$ cat config.mk
export PLATFORM = sky130hd
export DESIGN_NAME = set_assoc_cache_directory_plru
export DESIGN_NICKNAME = d
export VERILOG_FILES = /design/src/rtl/core/sacd_pkg.sv /design/src/rtl/core/sacd_ram.sv /design/src/rtl/core/set_assoc_cache_directory_plru.sv
export SDC_FILE = /design/constraint.sdc
export NUM_CORES = 2
export LEC_CHECK = 0
export BUFFER_PORTS_ARGS = -buffer_cell sky130_fd_sc_hd__buf_2
export CAP_MARGIN = 15
export CORE_MARGIN = 2
export CORE_UTILIZATION = 50
export CTS_CLUSTER_DIAMETER = 100
export DETAILED_ROUTE_END_ITERATION = 8
export HOLD_SLACK_MARGIN = 0.1
export PLACE_DENSITY = 0.69
export REMOVE_ABC_BUFFERS = 1
export SYNTH_ARGS = -nofsm -noshare
export SYNTH_HDL_FRONTEND = slang
export SYNTH_SLANG_ARGS = --single-unit
$ cat constraint.sdc
create_clock -name i_clk -period 8.3 [get_ports i_clk]
set_clock_uncertainty 0.15 [all_clocks]
set_input_delay 1.245 -clock i_clk [delete_from_list [all_inputs] [get_ports i_clk]]
set_output_delay 1.245 -clock i_clk [all_outputs]
set_load 0.02 [all_outputs]
$ cat src/rtl/core/sacd_pkg.sv
// Shared types and constants for the 4-way tree-PLRU cache directory.
// No dependencies; used by set_assoc_cache_directory_plru.
package sacd_pkg;

    localparam int WAYS   = 4;
    localparam int WAY_W  = 2;
    localparam int PLRU_W = 3;
    localparam int CNT_W  = 32;
    localparam int ADDR_W = 32;

    // Access kinds
    localparam logic ACT_READ  = 1'b0;
    localparam logic ACT_WRITE = 1'b1;

    // Request word: one processor access
    typedef struct packed {
        logic              action;
        logic [ADDR_W-1:0] address;
    } t_req;

    // Response word: lookup outcome plus running statistics
    typedef struct packed {
        logic             hit;
        logic             write_back;
        logic [WAY_W-1:0] way;
        logic [CNT_W-1:0] read_total;
        logic [CNT_W-1:0] write_total;
        logic [CNT_W-1:0] hit_total;
        logic [CNT_W-1:0] miss_total;
        logic [CNT_W-1:0] evict_total;
    } t_rsp;

    // Per-set bookkeeping kept in one memory word
    typedef struct packed {
        logic [PLRU_W-1:0] plru;
        logic [WAYS-1:0]   valid;
        logic [WAYS-1:0]   dirty;
    } t_set_state;

    localparam int SET_STATE_W = $bits(t_set_state);

    // Tree-PLRU victim by state: bit 2 picks the pair, bits 1/0 the way in it
    localparam logic [WAY_W-1:0] VICTIM_OF [8] = '{
        2'd0, 2'd0, 2'd1, 2'd1, 2'd2, 2'd3, 2'd2, 2'd3
    };

    // Point the tree away from the way just referenced
    function automatic logic [PLRU_W-1:0] plru_touch(
        input logic [PLRU_W-1:0] plru,
        input logic [WAY_W-1:0]  way
    );
        logic [PLRU_W-1:0] res;
        unique case (way)
            2'd0:    res = {2'b11, plru[0]};
            2'd1:    res = {2'b10, plru[0]};
            2'd2:    res = {1'b0, plru[1], 1'b1};
            default: res = {1'b0, plru[1], 1'b0};
        endcase
        return res;
    endfunction

endpackage

$ cat src/rtl/core/sacd_ram.sv
// Generic simple dual-port RAM: one write port, one read port, registered read.
// No dependencies.
module sacd_ram #(
    parameter int WIDTH = 8,
    parameter int DEPTH = 16
) (
    input  logic                     i_clk,
    input  logic                     i_we,
    input  logic [$clog2(DEPTH)-1:0] i_waddr,
    input  logic [WIDTH-1:0]         i_wdata,
    input  logic                     i_re,
    input  logic [$clog2(DEPTH)-1:0] i_raddr,
    output logic [WIDTH-1:0]         o_rdata
);

    logic [WIDTH-1:0] r_mem [DEPTH];
    logic [WIDTH-1:0] r_rdata;

    // Write port
    always_ff @(posedge i_clk) begin
        if (i_we) begin
            r_mem[i_waddr] <= i_wdata;
        end
    end

    // Read port, old data on a same-address write; holds when not enabled
    always_ff @(posedge i_clk) begin
        if (i_re) begin
            r_rdata <= r_mem[i_raddr];
        end
    end

    assign o_rdata = r_rdata;

endmodule

$ cat src/rtl/core/set_assoc_cache_directory_plru.sv
// Top level: 4-way write-back cache directory with tree pseudo-LRU replacement.
// Depends on sacd_pkg and sacd_ram.
//
//   channel | direction | handshake                  | word
//   --------+-----------+----------------------------+----------------------
//   request | in        | i_req_valid / o_req_ready  | i_req  (sacd_pkg::t_req)
//   response| out       | o_rsp_valid / i_rsp_ready  | o_rsp  (sacd_pkg::t_rsp)
//
// One access per cycle sustained while the response side keeps up; a taken word
// reaches o_rsp after the tag and set-state memories are read at the accepting edge
// and the compare/update is registered into the output reg.
// After reset a clearing pass zeroes the set-state memory, one set at a time, with
// o_req_ready low. Tags are not cleared; a way is compared only once it is valid.
// A stalled response holds the lookup stage; the request side stalls behind it.
// SET_COUNT must be a power of two.
module set_assoc_cache_directory_plru #(
    parameter int SET_COUNT   = 16,
    parameter int OFFSET_BITS = 4
) (
    input  logic          i_clk,
    input  logic          i_rst_n,
    input  logic          i_req_valid,
    output logic          o_req_ready,
    input  sacd_pkg::t_req i_req,
    output logic          o_rsp_valid,
    input  logic          i_rsp_ready,
    output sacd_pkg::t_rsp o_rsp
);

    localparam int SET_BITS = $clog2(SET_COUNT);
    localparam int TAG_W    = sacd_pkg::ADDR_W - OFFSET_BITS - SET_BITS;
    localparam int WAYS     = sacd_pkg::WAYS;
    localparam int WAY_W    = sacd_pkg::WAY_W;
    localparam int CNT_W    = sacd_pkg::CNT_W;
    localparam logic [SET_BITS-1:0] LAST_SET = SET_BITS'(SET_COUNT - 1);

    // Handshake and flow control
    logic accept;
    logic out_free;
    logic s1_fire;

    // Clearing pass
    logic                r_clr_active;
    logic [SET_BITS-1:0] r_clr_idx;

    // Lookup stage registers
    logic                r_s1_valid;
    logic                r_s1_action;
    logic [SET_BITS-1:0] r_s1_set;
    logic [TAG_W-1:0]    r_s1_tag;

    // Forwarding of a write that landed at the same edge as the read
    logic                 r_st_byp;
    sacd_pkg::t_set_state r_byp_st;
    logic [WAYS-1:0]      r_tag_byp;
    logic [TAG_W-1:0]     r_byp_tag;

    // Memory interfaces
    logic [SET_BITS-1:0]  rd_set;
    logic [TAG_W-1:0]     rd_tag;
    logic [TAG_W-1:0]     tag_q [WAYS];
    logic [TAG_W-1:0]     tag_cur [WAYS];
    logic [sacd_pkg::SET_STATE_W-1:0] st_q;
    logic [sacd_pkg::SET_STATE_W-1:0] st_wdata;
    logic [SET_BITS-1:0]  st_waddr;
    logic                 st_we;
    sacd_pkg::t_set_state st_cur;
    sacd_pkg::t_set_state n_state;
    logic [WAYS-1:0]      tag_we;

    // Lookup results
    logic [WAYS-1:0]  hit_vec;
    logic             s_hit;
    logic [WAY_W-1:0] hit_way;
    logic [WAY_W-1:0] inv_way;
    logic             all_valid;
    logic [WAY_W-1:0] s_way;
    logic             s_wb;
    logic             byp_set;

    // Statistics
    logic [CNT_W-1:0] r_read_cnt, r_write_cnt, r_hit_cnt, r_miss_cnt, r_evict_cnt;
    logic [CNT_W-1:0] n_read_cnt, n_write_cnt, n_hit_cnt, n_miss_cnt, n_evict_cnt;

    // Output register
    logic           r_rsp_valid;
    sacd_pkg::t_rsp r_rsp;

    // Flow control: the lookup stage advances whenever the output reg can take a word
    assign out_free    = !r_rsp_valid || i_rsp_ready;
    assign s1_fire     = r_s1_valid && out_free;
    assign o_req_ready = !r_clr_active && (!r_s1_valid || out_free);
    assign accept      = i_req_valid && o_req_ready;

    // Address split of the incoming word
    assign rd_set = i_req.address[OFFSET_BITS +: SET_BITS];
    assign rd_tag = i_req.address[sacd_pkg::ADDR_W-1 -: TAG_W];

    // Tag memories, one per way
    for (genvar w = 0; w < WAYS; w++) begin : g_tag
        assign tag_we[w] = s1_fire && !s_hit && (s_way == WAY_W'(w));

        sacd_ram #(
            .WIDTH (TAG_W),
            .DEPTH (SET_COUNT)
        ) u_tag_ram (
            .i_clk   (i_clk),
            .i_we    (tag_we[w]),
            .i_waddr (r_s1_set),
            .i_wdata (r_s1_tag),
            .i_re    (accept),
            .i_raddr (rd_set),
            .o_rdata (tag_q[w])
        );

        assign tag_cur[w] = r_tag_byp[w] ? r_byp_tag : tag_q[w];
    end

    // Set-state memory, zeroed by the clearing pass
    assign st_we    = r_clr_active || s1_fire;
    assign st_waddr = r_clr_active ? r_clr_idx : r_s1_set;
    assign st_wdata = r_clr_active ? '0 : n_state;

    sacd_ram #(
        .WIDTH (sacd_pkg::SET_STATE_W),
        .DEPTH (SET_COUNT)
    ) u_state_ram (
        .i_clk   (i_clk),
        .i_we    (st_we),
        .i_waddr (st_waddr),
        .i_wdata (st_wdata),
        .i_re    (accept),
        .i_raddr (rd_set),
        .o_rdata (st_q)
    );

    assign st_cur = r_st_byp ? r_byp_st : sacd_pkg::t_set_state'(st_q);

    // Way compares and lowest-index picks
    always_comb begin
        hit_way   = '0;
        inv_way   = '0;
        all_valid = &st_cur.valid;
        for (int w = WAYS - 1; w >= 0; w--) begin
            hit_vec[w] = st_cur.valid[w] && (tag_cur[w] == r_s1_tag);
            if (hit_vec[w]) begin
                hit_way = WAY_W'(w);
            end
            if (!st_cur.valid[w]) begin
                inv_way = WAY_W'(w);
            end
        end
        s_hit = |hit_vec;
    end

    // Way selection, write-back and next set state
    always_comb begin
        priority if (s_hit) begin
            s_way = hit_way;
        end else if (!all_valid) begin
            s_way = inv_way;
        end else begin
            s_way = sacd_pkg::VICTIM_OF[st_cur.plru];
        end
        s_wb = !s_hit && st_cur.valid[s_way] && st_cur.dirty[s_way];

        n_state       = st_cur;
        n_state.plru  = sacd_pkg::plru_touch(st_cur.plru, s_way);
        n_state.valid[s_way] = 1'b1;
        if (!s_hit) begin
            n_state.dirty[s_way] = 1'b0;
        end
        if (r_s1_action == sacd_pkg::ACT_WRITE) begin
            n_state.dirty[s_way] = 1'b1;
        end
    end

    // Counter updates
    always_comb begin
        n_read_cnt  = r_read_cnt  + CNT_W'(r_s1_action == sacd_pkg::ACT_READ);
        n_write_cnt = r_write_cnt + CNT_W'(r_s1_action == sacd_pkg::ACT_WRITE);
        n_hit_cnt   = r_hit_cnt   + CNT_W'(s_hit);
        n_miss_cnt  = r_miss_cnt  + CNT_W'(!s_hit);
        n_evict_cnt = r_evict_cnt + CNT_W'(s_wb);
    end

    // Clearing pass after reset
    always_ff @(posedge i_clk) begin
        if (!i_rst_n) begin
            r_clr_active <= 1'b1;
            r_clr_idx    <= '0;
        end else if (r_clr_active) begin
            r_clr_idx <= r_clr_idx + SET_BITS'(1);
            if (r_clr_idx == LAST_SET) begin
                r_clr_active <= 1'b0;
            end
        end
    end

    // Lookup stage valid
    always_ff @(posedge i_clk) begin
        if (!i_rst_n) begin
            r_s1_valid <= 1'b0;
        end else if (accept) begin
            r_s1_valid <= 1'b1;
        end else if (s1_fire) begin
            r_s1_valid <= 1'b0;
        end
    end

    // Lookup stage payload and same-set forwarding flags
    assign byp_set = s1_fire && (r_s1_set == rd_set);

    always_ff @(posedge i_clk) begin
        if (!i_rst_n) begin
            r_st_byp  <= 1'b0;
            r_tag_byp <= '0;
        end else if (accept) begin
            r_st_byp <= byp_set;
            for (int w = 0; w < WAYS; w++) begin
                r_tag_byp[w] <= byp_set && tag_we[w];
            end
        end
    end

    always_ff @(posedge i_clk) begin
        if (accept) begin
            r_s1_action <= i_req.action;
            r_s1_set    <= rd_set;
            r_s1_tag    <= rd_tag;
            r_byp_st    <= n_state;
            r_byp_tag   <= r_s1_tag;
        end
    end

    // Statistics counters
    always_ff @(posedge i_clk) begin
        if (!i_rst_n) begin
            r_read_cnt  <= '0;
            r_write_cnt <= '0;
            r_hit_cnt   <= '0;
            r_miss_cnt  <= '0;
            r_evict_cnt <= '0;
        end else if (s1_fire) begin
            r_read_cnt  <= n_read_cnt;
            r_write_cnt <= n_write_cnt;
            r_hit_cnt   <= n_hit_cnt;
            r_miss_cnt  <= n_miss_cnt;
            r_evict_cnt <= n_evict_cnt;
        end
    end

    // Output register
    always_ff @(posedge i_clk) begin
        if (!i_rst_n) begin
            r_rsp_valid <= 1'b0;
        end else if (out_free) begin
            r_rsp_valid <= r_s1_valid;
        end
    end

    always_ff @(posedge i_clk) begin
        if (s1_fire) begin
            r_rsp.hit         <= s_hit;
            r_rsp.write_back  <= s_wb;
            r_rsp.way         <= s_way;
            r_rsp.read_total  <= n_read_cnt;
            r_rsp.write_total <= n_write_cnt;
            r_rsp.hit_total   <= n_hit_cnt;
            r_rsp.miss_total  <= n_miss_cnt;
            r_rsp.evict_total <= n_evict_cnt;
        end
    end

    assign o_rsp_valid = r_rsp_valid;
    assign o_rsp       = r_rsp;

`ifndef SYNTHESIS
    // Every access is counted once as a hit or a miss and once as a read or a write
    a_count_balance: assert property (@(posedge i_clk) disable iff (!i_rst_n)
        (r_hit_cnt + r_miss_cnt) == (r_read_cnt + r_write_cnt))
        else $error("hit/miss totals disagree with read/write totals");

    // A write-back only comes from a miss
    a_wb_on_miss: assert property (@(posedge i_clk) disable iff (!i_rst_n)
        o_rsp_valid |-> !(o_rsp.hit && o_rsp.write_back))
        else $error("write-back reported on a hit");

    // No eviction while the set still has a free way
    a_wb_full_set: assert property (@(posedge i_clk) disable iff (!i_rst_n)
        (s1_fire && s_wb) |-> all_valid)
        else $error("write-back with an invalid way available");

    // The chosen way is valid once the access completes
    a_way_valid: assert property (@(posedge i_clk) disable iff (!i_rst_n)
        s1_fire |-> n_state.valid[s_way])
        else $error("used way left invalid");

    // No request is taken during the clearing pass
    a_no_accept_clr: assert property (@(posedge i_clk) disable iff (!i_rst_n)
        r_clr_active |-> !accept && !r_s1_valid)
        else $error("access taken while set state is being cleared");
`endif

endmodule
==> results_dict.tcl <==
set metrics [dict create \
    number_of_antenna_violations_at_the_first_check_in_global_routing 7 \
    preCtsSetupSlack_ns 1.41 \
    yosys.area_share.adder 0.00157 \
    ys_seq_area_frac 0.742 \
    cts_repair_resize_count 0 \
    post_drt_wl_per_cell_um 28.0 \
    grt_max_degree 138 \
    vias_per_cell 5.95 \
    dominant_combinational_cell_family_by_area_after_synthesis "multiplexers" \
    ctsHtreeMaxLevel 4 \
    slew_at_the_pin_with_the_worst_max_slew_slack_ns 1.18 \
    cts.hold.buffers_added 0 \
    syn_inst 4374 \
    remaining_antenna_violation_count 0 \
    initial_utilization 0.503 \
    max_freq_mhz 145 \
    layout-drive-gt1-share 0.261 \
    worst-endpoint-required_ns 8.90 \
    clock_tree.buffer_depth 3 \
    numPortBuffers 198 \
    regToRegEndpoint "r_evict_cnt[29]" \
    core-area_um2 174000 \
    min_from "r_hit_cnt[0]" \
    chipWidth_um 422 \
    areaGrowthSynthToFinish_pct 13.0 \
    yosys.area_share.simple 0.0469 \
    timing_hold_violations_final 0 \
    yosysTopAreaCellShare 0.703 \
    synth_most_common_cell "edfxtp_1" \
    global_route.overflow_total 0 \
    critical_path.max_fanout 25 \
    netlist_top_cells_area "edfxtp_1 (70%), mux4_2 (14%), dfxtp_1 (3.9%)" \
    timing.reg2reg.setup_slack_ns 1.42 \
    seq_area_um2 64900 \
    status "complete, no violations" \
    r2r.worst_path.cells 21 \
    wl_mm 202 \
    power.leakage_nw 32.0 \
    cts_root_buf "clkbuf_16" \
    class_of_the_most_critical_hold_timing_path "reg2reg" \
    min_period_ns 6.88 \
    final_cell_count_no_fill 7211 \
    yosys_warnings 0 \
    cp-start-kind "flip-flop" \
    cts_tree "yes" \
    post_cts.repair.setup_buffers 0 \
    final.setup.worst_slack_ns 1.42 \
    synthMuxAreaShare 0.151 \
    detailedRoute.firstPassIterationCount 6 \
    utilization_after_layout 0.568 \
    first_global_vias 43000 \
    rsz_0062_raised_after_global_routing "no" \
    cp_data_arrival_time_ns 7.48 \
    synth.distinct_cells 78 \
    relSlewSlack 0.210 \
    final.setup.tns_ns 0 \
    clock-sinks 2219 \
    design.portCount 203 \
    yosys.area.top_type "edfxtp_1" \
    detailedRoute.firstIterationViolations 4977 \
    timing.setup.critical_path_class "reg2reg" \
    die_height_um 422 \
    drc 0 \
    die-area_um2 178000 \
    regToRegStartpoint "r_tag_byp[2]" \
    synth_compound_area_frac 0.0106 \
    netlist_area_um2 87400 \
    ys_ff_latch 2219 \
    maxSlewViolCount 0 \
    synth_top_flop_cell "edfxtp_1" \
    netlist_top_cells_count "edfxtp_1 (2047), mux4_2 (535), xnor2_1 (251)" \
    fin_nets 4756 \
    synth_enable_flop_cells 2047 \
    power.density_nw_per_um2 225 \
    grt_pass1_wl_mm 294 \
    ys_async_sr_fraction 0 \
    whs_path_depth 2 \
    dp_hpwl_mm 110 \
    hold_slack_ns 0.327 \
    timing.hold.worst_endpoint "r_hit_cnt[0]" \
    clock_buffers_created_by_tritoncts 216 \
    layout.filler_cells 12900 \
    yosys.area_share.xor_xnor 0.0360 \
    numPlacedInstances 6813 \
    row_count 153 \
    finalCritPeriodShare 0.829 \
    clock_pin_slew_worst_setup_and_hold_paths_ns 0.06 \
    mean_syn_cell_area_um2 20.0 \
    endpoint_kind "flip-flop" \
    multi_input_area_um2 21800 \
    max-cap-violations 0 \
    grt_use_total 0.227 \
    gp_congestion 0.869 \
    timing.final.setup_violations 0 \
    via_count 42900 \
    max-vdd-ir-drop_uv 245 \
    clk-insertion-delay-late_ns 0.88 \
]
state kept, by name, summed over array words and instances, names as in the netlist, 96 cells and up:
signal and cells:
g_tag.u_tag_ram.r_mem 1536, o_rsp 164, u_state_ram.r_mem 176, g_tag.u_tag_ram.o_rdata 96
power by group:
group          internal [mW]  switching [mW]
Combinational          0.282           0.258
Sequential              12.1         0.00616
Clock                   5.38            4.21
through the flow:
step	power [mW]	area [µm²]
CTS	22.4	98800
global placement	12.9	91800
detailed placement	12.9	91800
finish	22.2	98800
floorplan	12.6	86500
global route	22.8	98800
routing by layer:
layer	part of all wire	up-vias	track usage
li1	-	18200	-
met1	0.39	22500	0.311
met2	0.49	1901	0.370
met3	0.086	331	0.0480
met4	0.029	2	0.0676
met5	0.000064	-	0
worst max-delay path by stage:
stage	end	from	slack, ns
after detailed placement	r_evict_cnt[27]	r_s1_tag[5]	1.41
final	r_evict_cnt[29]	r_tag_byp[2]	1.42
after floorplan	g_tag[0].u_tag_ram.r_mem[0][0]	i_rsp_ready	-1.92
after global routing	r_evict_cnt[27]	r_tag_byp[2]	1.05
after CTS	r_evict_cnt[27]	r_s1_tag[5]	1.39
after global placement	r_evict_cnt[27]	r_s1_tag[14]	1.50
critical path, stage by stage, from the launching register on:
cell and delay, ns:
dfxtp_1 0.32, buf_4 0.39, mux2i_1 0.27, xnor2_1 0.13, nor4_1 0.35, nand3_1 0.13
nor4_2 0.80, or3_1 0.43, nand2_4 0.16, clkinv_8 0.11, nand3_1 0.08, a221oi_1 0.77
ha_1 0.31, and3_1 0.21, and3_1 0.25, nand2_1 0.19, nor4_1 0.72, and3_1 0.35
and2_1 0.22, nand3_1 0.11, xnor2_1 0.17, and2_1 0.15
layout make-up:
type / instances / area share
Multi-Input combinational cell: 1926 / 0.220
Timing Repair Buffer: 332 / 0.0217
Sequential cell: 2219 / 0.657
Inverter: 13 / 0.000823
Clock inverter: 128 / 0.0141
Antenna cell: 2 / 0.0000507
Clock buffer: 266 / 0.0566
Tap cell: 2325 / 0.0294
placed cells by master (no fill, tap or decap), types with 6 or more instances in the layout:
| master | synthesis | layout |
|---|---|---|
| a21boi_0 | 51 | 51 |
| inv_1 | 10 | 8 |
| or3_1 | 46 | 46 |
| and2_1 | 124 | 124 |
| dfxtp_1 | 172 | 172 |
| clkinvlp_4 | 0 | 8 |
| clkbuf_16 | 0 | 216 |
| mux4_2 | 535 | 535 |
| mux2_2 | 6 | 6 |
| nor4_1 | 34 | 34 |
| ha_1 | 11 | 11 |
| o21ai_0 | 48 | 48 |
| nor2b_1 | 15 | 15 |
| edfxtp_1 | 2047 | 2047 |
| xor2_1 | 108 | 108 |
| buf_2 | 11 | 193 |
| nand4_1 | 42 | 42 |
| and4_1 | 8 | 8 |
| buf_4 | 3 | 127 |
| mux2i_1 | 107 | 107 |
| nor2_1 | 140 | 72 |
| a21oi_1 | 11 | 11 |
| clkbuf_1 | 141 | 50 |
| and3_1 | 34 | 34 |
| clkinv_16 | 0 | 11 |
| nand3_1 | 69 | 69 |
| bufinv_16 | 0 | 18 |
| nor3_1 | 30 | 30 |
| nand2_1 | 181 | 181 |
| nor2_2 | 1 | 53 |
| clkinv_2 | 0 | 32 |
| buf_12 | 0 | 7 |
| clkinv_1 | 1 | 53 |
| xnor2_1 | 251 | 251 |
| nor2_4 | 1 | 17 |
cell families after synthesis:
family	after synthesis
DFF	2219
and+or+nand+nor	768
muxes	648
xor gates and xnor gates	359
buffers and inverters	229
AOI/OAI and AO/OA	140
adders and majority gates	11
Note: power is estimated with default switching activity, not from simulation.
